**src/rtl/ssm_pkg.sv**
```systemverilog
// shared types and constants of the shot sample metrics block
// no dependencies; imported by every module of the block
`timescale 1ns / 1ps
`default_nettype none

package ssm_pkg;

  localparam int unsigned IN_TDATA_W  = 96;
  localparam int unsigned IN_TUSER_W  = 1;
  localparam int unsigned OUT_TDATA_W = 112;
  localparam int unsigned OUT_TUSER_W = 2;

  localparam int unsigned CFG_IDX_W  = 8;
  localparam int unsigned CFG_DATA_W = 16;

  localparam int unsigned DIV_W   = 32;
  localparam int unsigned DIV_CNT_W = $clog2(DIV_W + 1);
  // pressure<<8 over flow has at most 24 quotient bits
  localparam logic [DIV_CNT_W-1:0] RES_DIV_STEPS   = DIV_CNT_W'(24);
  localparam logic [DIV_CNT_W-1:0] DARCY_DIV_STEPS = DIV_CNT_W'(32);

  localparam int unsigned ACC_W = 42;

  localparam int unsigned DEF_SEGMENT_LIMIT = 255;
  localparam int unsigned DEF_QUEUE_DEPTH   = 2;

  typedef enum logic [CFG_IDX_W-1:0] {
    CFG_FLOW_FLOOR     = 8'd0,
    CFG_PRESSURE_FLOOR = 8'd1,
    CFG_RESISTANCE_CAP = 8'd2,
    CFG_DARCY_CAP      = 8'd3
  } cfg_reg_e;

  typedef struct packed {
    logic [15:0] flow_floor;
    logic [15:0] pressure_floor;
    logic [15:0] resistance_cap;
    logic [15:0] darcy_cap;
  } cfg_t;

  // one classified sample handed from front to back
  typedef struct packed {
    logic [15:0] pressure;
    logic [15:0] flow;
    logic        res_en;
    logic        darcy_en;
    logic [31:0] water_total;
    logic [7:0]  pressure_seg;
    logic [7:0]  flow_seg;
    logic        pressure_kept;
    logic        flow_kept;
    logic [31:0] latest_time;
  } entry_t;

endpackage

`default_nettype wire

```
**src/rtl/ssm_div.sv**
```systemverilog
// radix-2 restoring divider, one quotient bit per cycle
// depends on ssm_pkg
`timescale 1ns / 1ps
`default_nettype none

module ssm_div (
  input  wire logic                           clk_i,
  input  wire logic                           rst_ni,
  input  wire logic                           start_i,
  input  wire logic [ssm_pkg::DIV_CNT_W-1:0]  steps_i,
  input  wire logic [ssm_pkg::DIV_W-1:0]      dividend_i,
  input  wire logic [ssm_pkg::DIV_W-1:0]      divisor_i,
  output logic                                done_o,
  output logic [ssm_pkg::DIV_W-1:0]           quotient_o
);
  import ssm_pkg::*;

  logic                 busy_q;
  logic                 done_q;
  logic [DIV_CNT_W-1:0] cnt_q;
  logic [DIV_W-1:0]     rem_q;
  logic [DIV_W-1:0]     quo_q;
  logic [DIV_W-1:0]     dsr_q;

  logic [DIV_W:0] trial;
  logic [DIV_W:0] diff;
  logic           ge;

  assign trial = {rem_q, quo_q[DIV_W-1]};
  assign ge    = trial >= {1'b0, dsr_q};
  assign diff  = trial - {1'b0, dsr_q};

  always_ff @(posedge clk_i or negedge rst_ni) begin
    if (!rst_ni) begin
      busy_q <= 1'b0;
      done_q <= 1'b0;
      cnt_q  <= '0;
    end else begin
      done_q <= 1'b0;
      if (start_i) begin
        busy_q <= 1'b1;
        cnt_q  <= steps_i;
      end else if (busy_q) begin
        cnt_q <= cnt_q - DIV_CNT_W'(1);
        if (cnt_q == DIV_CNT_W'(1)) begin
          busy_q <= 1'b0;
          done_q <= 1'b1;
        end
      end
    end
  end

  // datapath, no reset
  always_ff @(posedge clk_i) begin
    if (start_i) begin
      rem_q <= '0;
      quo_q <= dividend_i;
      dsr_q <= divisor_i;
    end else if (busy_q) begin
      rem_q <= ge ? diff[DIV_W-1:0] : trial[DIV_W-1:0];
      quo_q <= {quo_q[DIV_W-2:0], ge};
    end
  end

  assign done_o     = done_q;
  assign quotient_o = quo_q;

endmodule

`default_nettype wire

```
**src/rtl/ssm_fifo.sv**
```systemverilog
// small queue of classified samples between front and back
// depends on ssm_pkg
`timescale 1ns / 1ps
`default_nettype none

module ssm_fifo #(
  parameter int unsigned DEPTH = ssm_pkg::DEF_QUEUE_DEPTH
) (
  input  wire logic            clk_i,
  input  wire logic            rst_ni,
  input  wire logic            push_i,
  input  wire ssm_pkg::entry_t push_data_i,
  output logic                 full_o,
  input  wire logic            pop_i,
  output ssm_pkg::entry_t      pop_data_o,
  output logic                 empty_o
);
  import ssm_pkg::*;

  localparam int unsigned PTR_W = (DEPTH > 1) ? $clog2(DEPTH) : 1;
  localparam int unsigned CNT_W = $clog2(DEPTH + 1);
  localparam logic [PTR_W-1:0] LAST_PTR = PTR_W'(DEPTH - 1);
  localparam logic [CNT_W-1:0] FULL_CNT = CNT_W'(DEPTH);

  entry_t           mem_q [DEPTH];
  logic [PTR_W-1:0] wr_ptr_q;
  logic [PTR_W-1:0] rd_ptr_q;
  logic [CNT_W-1:0] cnt_q;

  logic do_push;
  logic do_pop;

  assign full_o  = cnt_q == FULL_CNT;
  assign empty_o = cnt_q == '0;
  assign do_push = push_i && !full_o;
  assign do_pop  = pop_i && !empty_o;

  always_ff @(posedge clk_i or negedge rst_ni) begin
    if (!rst_ni) begin
      wr_ptr_q <= '0;
      rd_ptr_q <= '0;
      cnt_q    <= '0;
    end else begin
      if (do_push) begin
        wr_ptr_q <= (wr_ptr_q == LAST_PTR) ? '0 : wr_ptr_q + PTR_W'(1);
      end
      if (do_pop) begin
        rd_ptr_q <= (rd_ptr_q == LAST_PTR) ? '0 : rd_ptr_q + PTR_W'(1);
      end
      if (do_push && !do_pop) begin
        cnt_q <= cnt_q + CNT_W'(1);
      end else if (do_pop && !do_push) begin
        cnt_q <= cnt_q - CNT_W'(1);
      end
    end
  end

  always_ff @(posedge clk_i) begin
    if (do_push) begin
      mem_q[wr_ptr_q] <= push_data_i;
    end
  end

  assign pop_data_o = mem_q[rd_ptr_q];

endmodule

`default_nettype wire

```
**src/rtl/ssm_front.sv**
```systemverilog
// front end: accepts samples, gates resistances, updates water, segments and time
// depends on ssm_pkg; feeds ssm_fifo
`timescale 1ns / 1ps
`default_nettype none

module ssm_front #(
  parameter int unsigned SEGMENT_LIMIT = ssm_pkg::DEF_SEGMENT_LIMIT
) (
  input  wire logic                              clk_i,
  input  wire logic                              rst_ni,
  input  wire ssm_pkg::cfg_t                     cfg_i,
  input  wire logic                              s_valid_i,
  output logic                                   s_ready_o,
  // time[31:0], pressure[47:32], flow[63:48], pressure goal[79:64], flow goal[95:80]
  input  wire logic [ssm_pkg::IN_TDATA_W-1:0]    s_data_i,
  // flow_mode[0]
  input  wire logic [ssm_pkg::IN_TUSER_W-1:0]    s_user_i,
  output logic                                   push_o,
  output ssm_pkg::entry_t                        push_data_o,
  input  wire logic                              full_i
);
  import ssm_pkg::*;

  localparam logic [7:0] SEG_MAX = (SEGMENT_LIMIT > 255) ? 8'd255 : 8'(SEGMENT_LIMIT);

  typedef enum logic [1:0] {
    F_IDLE,
    F_MUL,
    F_ACC
  } front_state_e;

  front_state_e state_q;

  // architectural state
  logic [ACC_W-1:0] acc_q;
  logic [31:0]      prev_time_q;
  logic             seen_q;
  logic             prev_mode_q;
  logic [7:0]       pseg_q;
  logic [7:0]       fseg_q;
  logic [31:0]      max_time_q;

  // per-sample payload
  logic [15:0] p_q;
  logic [15:0] f_q;
  logic        res_en_q;
  logic        darcy_en_q;
  logic        pkept_q;
  logic        fkept_q;
  logic        adv_q;
  logic [31:0] dt_q;
  logic [47:0] inc_q;

  logic [31:0] t;
  logic [15:0] p;
  logic [15:0] f;
  logic [15:0] pt;
  logic [15:0] ft;
  logic        mode;
  logic        accept;
  logic [ACC_W+6:0] sum;
  logic [ACC_W-1:0] acc_d;

  assign t    = s_data_i[31:0];
  assign p    = s_data_i[47:32];
  assign f    = s_data_i[63:48];
  assign pt   = s_data_i[79:64];
  assign ft   = s_data_i[95:80];
  assign mode = s_user_i[0];

  assign s_ready_o = state_q == F_IDLE;
  assign accept    = s_valid_i && s_ready_o;

  // saturating add of the water increment
  assign sum   = {7'b0, acc_q} + {1'b0, inc_q};
  assign acc_d = !adv_q ? acc_q : ((|sum[ACC_W+6:ACC_W]) ? '1 : sum[ACC_W-1:0]);

  always_ff @(posedge clk_i or negedge rst_ni) begin
    if (!rst_ni) begin
      state_q     <= F_IDLE;
      acc_q       <= '0;
      prev_time_q <= '0;
      seen_q      <= 1'b0;
      prev_mode_q <= 1'b0;
      pseg_q      <= '0;
      fseg_q      <= '0;
      max_time_q  <= '0;
    end else begin
      case (state_q)
        F_IDLE: begin
          if (accept) begin
            prev_time_q <= t;
            prev_mode_q <= mode;
            seen_q      <= 1'b1;
            if (seen_q && mode != prev_mode_q) begin
              if (mode) begin
                if (pseg_q < SEG_MAX) pseg_q <= pseg_q + 8'd1;
              end else begin
                if (fseg_q < SEG_MAX) fseg_q <= fseg_q + 8'd1;
              end
            end
            if (t > max_time_q) max_time_q <= t;
            state_q <= F_MUL;
          end
        end
        F_MUL: begin
          state_q <= F_ACC;
        end
        F_ACC: begin
          if (!full_i) begin
            acc_q   <= acc_d;
            state_q <= F_IDLE;
          end
        end
        default: begin
          state_q <= F_IDLE;
        end
      endcase
    end
  end

  always_ff @(posedge clk_i) begin
    if (accept) begin
      p_q        <= p;
      f_q        <= f;
      res_en_q   <= f > cfg_i.flow_floor;
      darcy_en_q <= (f > cfg_i.flow_floor) && (p > cfg_i.pressure_floor);
      pkept_q    <= pt != 16'd0;
      fkept_q    <= ft != 16'd0;
      adv_q      <= seen_q && (t > prev_time_q);
      dt_q       <= t - prev_time_q;
    end
    if (state_q == F_MUL) begin
      inc_q <= 48'(f_q) * 48'(dt_q);
    end
  end

  assign push_o = (state_q == F_ACC) && !full_i;

  always_comb begin
    push_data_o.pressure      = p_q;
    push_data_o.flow          = f_q;
    push_data_o.res_en        = res_en_q;
    push_data_o.darcy_en      = darcy_en_q;
    push_data_o.water_total   = acc_d[ACC_W-1:10];
    push_data_o.pressure_seg  = pseg_q;
    push_data_o.flow_seg      = fseg_q;
    push_data_o.pressure_kept = pkept_q;
    push_data_o.flow_kept     = fkept_q;
    push_data_o.latest_time   = max_time_q;
  end

endmodule

`default_nettype wire

```
**src/rtl/ssm_back.sv**
```systemverilog
// back end: the two divisions, clamping and the output register
// depends on ssm_pkg and ssm_div; reads from ssm_fifo
`timescale 1ns / 1ps
`default_nettype none

module ssm_back (
  input  wire logic                              clk_i,
  input  wire logic                              rst_ni,
  input  wire ssm_pkg::cfg_t                     cfg_i,
  output logic                                   pop_o,
  input  wire ssm_pkg::entry_t                   pop_data_i,
  input  wire logic                              empty_i,
  output logic                                   m_valid_o,
  input  wire logic                              m_ready_i,
  output logic [ssm_pkg::OUT_TDATA_W-1:0]        m_data_o,
  output logic [ssm_pkg::OUT_TUSER_W-1:0]        m_user_o
);
  import ssm_pkg::*;

  typedef enum logic [2:0] {
    B_IDLE,
    B_LOAD,
    B_RES,
    B_DARCY,
    B_OUT
  } back_state_e;

  back_state_e state_q;

  entry_t      ent_q;
  logic [31:0] fsq_q;
  logic [15:0] res_q;
  logic [15:0] darcy_q;

  logic                        m_valid_q;
  logic [OUT_TDATA_W-1:0]      m_data_q;
  logic [OUT_TUSER_W-1:0]      m_user_q;

  logic                 div_start;
  logic [DIV_CNT_W-1:0] div_steps;
  logic [DIV_W-1:0]     div_dividend;
  logic [DIV_W-1:0]     div_divisor;
  logic                 div_done;
  logic [DIV_W-1:0]     div_quo;
  logic [15:0]          res_clamped;
  logic [15:0]          darcy_clamped;
  logic                 out_free;

  assign pop_o    = (state_q == B_IDLE) && !empty_i;
  assign out_free = !m_valid_q || m_ready_i;

  // both dividends are pressure<<16; the resistance division runs 24 steps
  always_comb begin
    div_start    = 1'b0;
    div_steps    = RES_DIV_STEPS;
    div_dividend = {ent_q.pressure, 16'b0};
    div_divisor  = {16'b0, ent_q.flow};
    if (state_q == B_LOAD) begin
      div_start = ent_q.res_en;
    end else if (state_q == B_RES) begin
      div_start   = div_done && ent_q.darcy_en;
      div_steps   = DARCY_DIV_STEPS;
      div_divisor = fsq_q;
    end
  end

  ssm_div u_div (
    .clk_i      (clk_i),
    .rst_ni     (rst_ni),
    .start_i    (div_start),
    .steps_i    (div_steps),
    .dividend_i (div_dividend),
    .divisor_i  (div_divisor),
    .done_o     (div_done),
    .quotient_o (div_quo)
  );

  assign res_clamped   = (div_quo > {16'b0, cfg_i.resistance_cap}) ?
                         cfg_i.resistance_cap : div_quo[15:0];
  assign darcy_clamped = (div_quo > {16'b0, cfg_i.darcy_cap}) ?
                         cfg_i.darcy_cap : div_quo[15:0];

  always_ff @(posedge clk_i or negedge rst_ni) begin
    if (!rst_ni) begin
      state_q   <= B_IDLE;
      m_valid_q <= 1'b0;
    end else begin
      if (m_ready_i) m_valid_q <= 1'b0;
      case (state_q)
        B_IDLE: begin
          if (!empty_i) state_q <= B_LOAD;
        end
        B_LOAD: begin
          state_q <= ent_q.res_en ? B_RES : B_OUT;
        end
        B_RES: begin
          if (div_done) state_q <= ent_q.darcy_en ? B_DARCY : B_OUT;
        end
        B_DARCY: begin
          if (div_done) state_q <= B_OUT;
        end
        B_OUT: begin
          if (out_free) begin
            m_valid_q <= 1'b1;
            state_q   <= B_IDLE;
          end
        end
        default: begin
          state_q <= B_IDLE;
        end
      endcase
    end
  end

  always_ff @(posedge clk_i) begin
    if (pop_o) ent_q <= pop_data_i;
    case (state_q)
      B_LOAD: begin
        fsq_q   <= 32'(ent_q.flow) * 32'(ent_q.flow);
        res_q   <= '0;
        darcy_q <= '0;
      end
      B_RES: begin
        if (div_done) res_q <= res_clamped;
      end
      B_DARCY: begin
        if (div_done) darcy_q <= darcy_clamped;
      end
      B_OUT: begin
        if (out_free) begin
          m_data_q <= {ent_q.latest_time, ent_q.flow_seg, ent_q.pressure_seg,
                       ent_q.water_total, darcy_q, res_q};
          m_user_q <= {ent_q.flow_kept, ent_q.pressure_kept};
        end
      end
      default: begin
      end
    endcase
  end

  assign m_valid_o = m_valid_q;
  assign m_data_o  = m_data_q;
  assign m_user_o  = m_user_q;

endmodule

`default_nettype wire

```
**src/rtl/shot_sample_metrics.sv**
```systemverilog
// a sample runs through front states F_IDLE, F_MUL, F_ACC, the queue, then back states
// B_IDLE, B_LOAD, B_RES, B_DARCY (each division only when enabled) and B_OUT, held by stalls;
// the divisions share one radix-2 divider; the back starts a sample once the last is out
// reset: asynchronous active low; config returns to its defaults (13, 13, 3840, 4864),
// water, segment indices, times and the queue are cleared; no clearing pass
// depends on ssm_pkg, ssm_front, ssm_fifo, ssm_back, ssm_div
`timescale 1ns / 1ps
`default_nettype none

module shot_sample_metrics #(
  parameter int unsigned SEGMENT_LIMIT = ssm_pkg::DEF_SEGMENT_LIMIT,
  parameter int unsigned QUEUE_DEPTH   = ssm_pkg::DEF_QUEUE_DEPTH
) (
  input  wire logic                              clk_i,
  input  wire logic                              rst_ni,

  // configuration writes, always ready
  input  wire logic                              cfg_valid_i,
  output logic                                   cfg_ready_o,
  input  wire logic [ssm_pkg::CFG_IDX_W-1:0]     cfg_index_i,
  input  wire logic [ssm_pkg::CFG_DATA_W-1:0]    cfg_data_i,

  // sample input
  input  wire logic                              s_axis_tvalid_i,
  output logic                                   s_axis_tready_o,
  // sample_time[31:0], pressure_in[47:32], flow_in[63:48],
  // pressure_target[79:64], flow_target[95:80]
  input  wire logic [ssm_pkg::IN_TDATA_W-1:0]    s_axis_tdata_i,
  // flow_mode[0]
  input  wire logic [ssm_pkg::IN_TUSER_W-1:0]    s_axis_tuser_i,

  // metrics output
  output logic                                   m_axis_tvalid_o,
  input  wire logic                              m_axis_tready_i,
  // resistance_out[15:0], darcy_out[31:16], water_total[63:32],
  // pressure_goal_segment[71:64], flow_goal_segment[79:72], latest_time[111:80]
  output logic [ssm_pkg::OUT_TDATA_W-1:0]        m_axis_tdata_o,
  // pressure_goal_kept[0], flow_goal_kept[1]
  output logic [ssm_pkg::OUT_TUSER_W-1:0]        m_axis_tuser_o
);
  import ssm_pkg::*;

  cfg_t   cfg_q;
  logic   push;
  entry_t push_data;
  logic   full;
  logic   pop;
  entry_t pop_data;
  logic   empty;

  // register file; writes to unknown indexes are dropped
  assign cfg_ready_o = 1'b1;

  always_ff @(posedge clk_i or negedge rst_ni) begin
    if (!rst_ni) begin
      cfg_q.flow_floor     <= 16'd13;
      cfg_q.pressure_floor <= 16'd13;
      cfg_q.resistance_cap <= 16'd3840;
      cfg_q.darcy_cap      <= 16'd4864;
    end else if (cfg_valid_i) begin
      case (cfg_index_i)
        CFG_FLOW_FLOOR:     cfg_q.flow_floor     <= cfg_data_i;
        CFG_PRESSURE_FLOOR: cfg_q.pressure_floor <= cfg_data_i;
        CFG_RESISTANCE_CAP: cfg_q.resistance_cap <= cfg_data_i;
        CFG_DARCY_CAP:      cfg_q.darcy_cap      <= cfg_data_i;
        default: begin
        end
      endcase
    end
  end

  // front: takes a sample, gates the resistances, runs water and segment state
  ssm_front #(
    .SEGMENT_LIMIT (SEGMENT_LIMIT)
  ) u_front (
    .clk_i       (clk_i),
    .rst_ni      (rst_ni),
    .cfg_i       (cfg_q),
    .s_valid_i   (s_axis_tvalid_i),
    .s_ready_o   (s_axis_tready_o),
    .s_data_i    (s_axis_tdata_i),
    .s_user_i    (s_axis_tuser_i),
    .push_o      (push),
    .push_data_o (push_data),
    .full_i      (full)
  );

  // short queue so the front keeps taking samples while divisions run
  ssm_fifo #(
    .DEPTH (QUEUE_DEPTH)
  ) u_fifo (
    .clk_i       (clk_i),
    .rst_ni      (rst_ni),
    .push_i      (push),
    .push_data_i (push_data),
    .full_o      (full),
    .pop_i       (pop),
    .pop_data_o  (pop_data),
    .empty_o     (empty)
  );

  // back: divisions, clamping, output register
  ssm_back u_back (
    .clk_i      (clk_i),
    .rst_ni     (rst_ni),
    .cfg_i      (cfg_q),
    .pop_o      (pop),
    .pop_data_i (pop_data),
    .empty_i    (empty),
    .m_valid_o  (m_axis_tvalid_o),
    .m_ready_i  (m_axis_tready_i),
    .m_data_o   (m_axis_tdata_o),
    .m_user_o   (m_axis_tuser_o)
  );

endmodule

`default_nettype wire

```
**config.mk**
```make
export PLATFORM = sky130hd
export DESIGN_NAME = shot_sample_metrics
export DESIGN_NICKNAME = d
export VERILOG_FILES = /design/src/rtl/ssm_pkg.sv /design/src/rtl/ssm_div.sv /design/src/rtl/ssm_fifo.sv /design/src/rtl/ssm_front.sv /design/src/rtl/ssm_back.sv /design/src/rtl/shot_sample_metrics.sv
export SDC_FILE = /design/constraint.sdc
export NUM_CORES = 2
export LEC_CHECK = 0
export BUFFER_PORTS_ARGS = -buffer_cell sky130_fd_sc_hd__buf_4
export CORE_MARGIN = 1
export CORE_UTILIZATION = 56
export CTS_CLUSTER_SIZE = 24
export DETAILED_ROUTE_END_ITERATION = 7
export PLACE_DENSITY = 0.76
export SYNTH_ARGS = -nofsm -noshare
export SYNTH_HDL_FRONTEND = slang
export SYNTH_SLANG_ARGS = --single-unit
export TNS_END_PERCENT = 1
```
**constraint.sdc**
```tcl
create_clock -name clk_i -period 6.85 [get_ports clk_i]
set_clock_uncertainty 0.1 [all_clocks]
set_input_delay 1.7125 -clock clk_i [delete_from_list [all_inputs] [get_ports clk_i]]
set_output_delay 1.7125 -clock clk_i [all_outputs]
set_load 0.02 [all_outputs]
```
==> qor.yml <==
area.sequential_um2: 26900
grt_pass1_vias: 43500
diodes: 0
run_status: "complete, no violations"
number_of_synthesized_flops_with_an_enable_pin: 690
hold_path_class: "flop to flop"
timing.critical_path.to_type: "flop"
layout_commonest_cell: "sky130_fd_sc_hd__inv_1"
tritoncts: "done"
chipWidth_um: 341
syn_inst: 5672
synth_nets: 6807
layoutNonFillerInstCount: 7655
path_class: "flop to flop"
setup.worst_path.start: "u_front.f_q[6]"
die_height_um: 341
final_cell_mix: "sky130_fd_sc_hd__inv_1, sky130_fd_sc_hd__edfxtp_1, sky130_fd_sc_hd__fa_1"
floorplan.initialDensity_pct: 56.7
num-fill-cells: 8561
multi_input_logic_area_um2: 33600
post_drt_via_cell_ratio: 5.51
global_route.overflow_total: 0
drt-total-wl_um: 142000
async_reset_ff_share_pct: 21.8
worst_slew_margin_rel_pct: 22.7
dp_cells: 7454
drt-pass1-iter-count: 5
holdPathStages: 0
num-nets-final: 7203
globalRouteTotalUtil_pct: 24.7
gp_routability_congestion: 0.918
synth.lib_cells_used.distinct: 85
wl_per_cell_um: 18.5
fmax_mhz: 147
worst-endpoint-arrival_ns: 7.09
critical_path_s_largest_stage_delay_ns: 0.61
drv.max_cap_violation_count: 0
grt_first_pass_wirelength_um: 227000
maximum_fanout_encountered_on_the_critical_timing_path: 5
timing.critical_path.from_type: "flop"
critical_path_slowest_stage_cell: "sky130_fd_sc_hd__fa_1"
grt_setup_unrepaired: "yes"
worstMarginPinSlew_ns: 1.16
crit_top_cell: "sky130_fd_sc_hd__fa_1"
min_from: "u_back.ent_q[26]"
worst-endpoint-required_ns: 7.15
place_hpwl_um: 107000
finish.utilization_pct: 64.6
period_minus_slack_ns: 6.79
syn_area_per_cell_um2: 11.3
synth_top_area_share_pct: 32.3
numPortBuffers: 241
floorplan.core_area_um2: 113000
flow.area_growth_from_synthesis_pct: 13.8
route.vias.total: 42200
ff2ff_path_depth: 27
synth-warning-count: 0
cts_num_sinks: 944
setup_viol: 0
htree_num_levels: 3
core.rowCount: 123
syn-cell-area_um2: 64200
final.hold.worst_slack_ns: 0.315
post_route_cells_drive_above_1_share_pct: 15.8
drt_drc_violations_left: 0
final_hold_violating_endpoints: 0
ctsHoldBuffers: 0
synth-main-ff-cell: "sky130_fd_sc_hd__edfxtp_1"
yosys.area.top_type: "sky130_fd_sc_hd__edfxtp_1"
insertion_delay_ns: 0.70
clkSlewWorstSetupHoldPaths_ns: 0.06
num_io_pins: 243
yosys_register_bits: 944
largest_net_degree_at_the_start_of_global_routing: 116
dieArea_um2: 116000
ant_nets: 0
cts-buffers-inserted: 100
finalCritPeriodShare_pct: 99.2
clk_root_buffer_cell: "sky130_fd_sc_hd__clkbuf_16"
rr_startpoint: "u_front.f_q[6]"
synth_seq_area_share_pct: 41.8
synth_area_leaders: "sky130_fd_sc_hd__edfxtp_1, sky130_fd_sc_hd__fa_1, sky130_fd_sc_hd__ha_1"
finalMaxSlewViolations: 0
cts_max_path_buffers: 3
antenna_found_initial: 0
drt-initial-drc-count: 2851
-- synthesized netlist by cell type, drive strengths merged, types with 23 or more instances --
cell type  instances
edfxtp           690
clkbuf           189
xor2              63
dfxtp             48
a211oi            30
nor2             279
nor4              23
ha               422
dfrtp            193
and2             312
mux2             202
xnor2            121
nand2            570
a21oi            202
fa               587
o21ai            162
nor2b             31
nand2b            41
mux2i             51
a21o             114
nor3              38
a31oi             97
nand4             47
inv              848
nand3             59
o21a              31
-- registers in the layout, summed over array words and instances (netlist names), 31 cells and up --
name	cells
u_fifo.mem_q	232
u_back.ent_q	100
u_front.prev_time_q	32
u_back.u_div.rem_q	32
u_back.u_div.quotient_o	32
u_back.u_div.dsr_q	32
u_front.dt_q	32
u_back.m_data_o	112
u_back.fsq_q	31
u_front.acc_q	42
u_front.max_time_q	32
cfg_q	64
u_front.inc_q	48
-- cells by family after synthesis --
| logic type | after synthesis | share of synthesized area (%) |
|---|---|---|
| AO/OA/AOI/OAI | 759 | 7.56 |
| buffers and inverters | 1060 | 6.35 |
| AND/OR/NAND/NOR | 1462 | 10.9 |
| adder cells (fa/ha/maj) | 1009 | 26.5 |
| flip-flops | 944 | 41.8 |
| XOR/XNOR | 184 | 2.51 |
| other | 1 | 0.00584 |
| multiplexers | 253 | 4.34 |
-- final timing paths --
check,to,slack (ns)
worst max-delay path,u_front.inc_q[46],0.06
worst min-delay path,u_back.m_data_o[106],0.32
worst max register to register,u_front.inc_q[46],0.06
worst min register to register,u_back.m_data_o[106],0.32
max in group asynchronous,u_back.u_div.busy_q,4.53
min in group asynchronous,u_front.max_time_q[25],0.90
-- critical path, delay by kind of cell (launching register included) --
family	cells	cell delay, ns
fa+ha+maj	7	3.36
compound gates	9	1.34
buf+inv	8	0.80
simple gates	3	0.48
flops	1	0.41
-- repair_timing --
action	CTS	global route
resized for setup	7	65
gates cloned	0	2
endpoints found under the setup margin	9	23
buffers inserted	0	10
pin swaps	1	45
-- per-stage QoR --
step,instance area (um2),setup WS (ns),TNS [ns]
after global routing,73000,-0.288,-1.83
after detailed placement,69100,-0.155,-0.575
after floorplan,64200,0.00301,0
after global placement,69100,-0.0634,-0.169
after CTS,72600,-0.0843,-0.116
final,73000,0.0550,0
-- per-layer routing --
metal  wire [um]  share of wire, %  up-vias  global-route usage (%)
li1            -                 -    19700                       -
met5           0                 0        -                       0
met2       74100                52      945                    43.8
met3        6080               4.3      311                    3.14
met4        5000               3.5        0                    9.08
met1       56700                40    21200                    30.8
-- area by class of cell --
type                            count  area share (%)
Multi-Input combinational cell   3668            46.0
Sequential cell                   944            36.8
Timing Repair Buffer              505            5.45
Inverter                          849            4.37
Clock buffer                      134            3.91
Tap cell                         1500            2.57
Clock inverter                     55           0.896
Power is left out: the tool's default activity adds up to more than one toggle a clock period on the data nets, which glitch-free logic cannot reach.
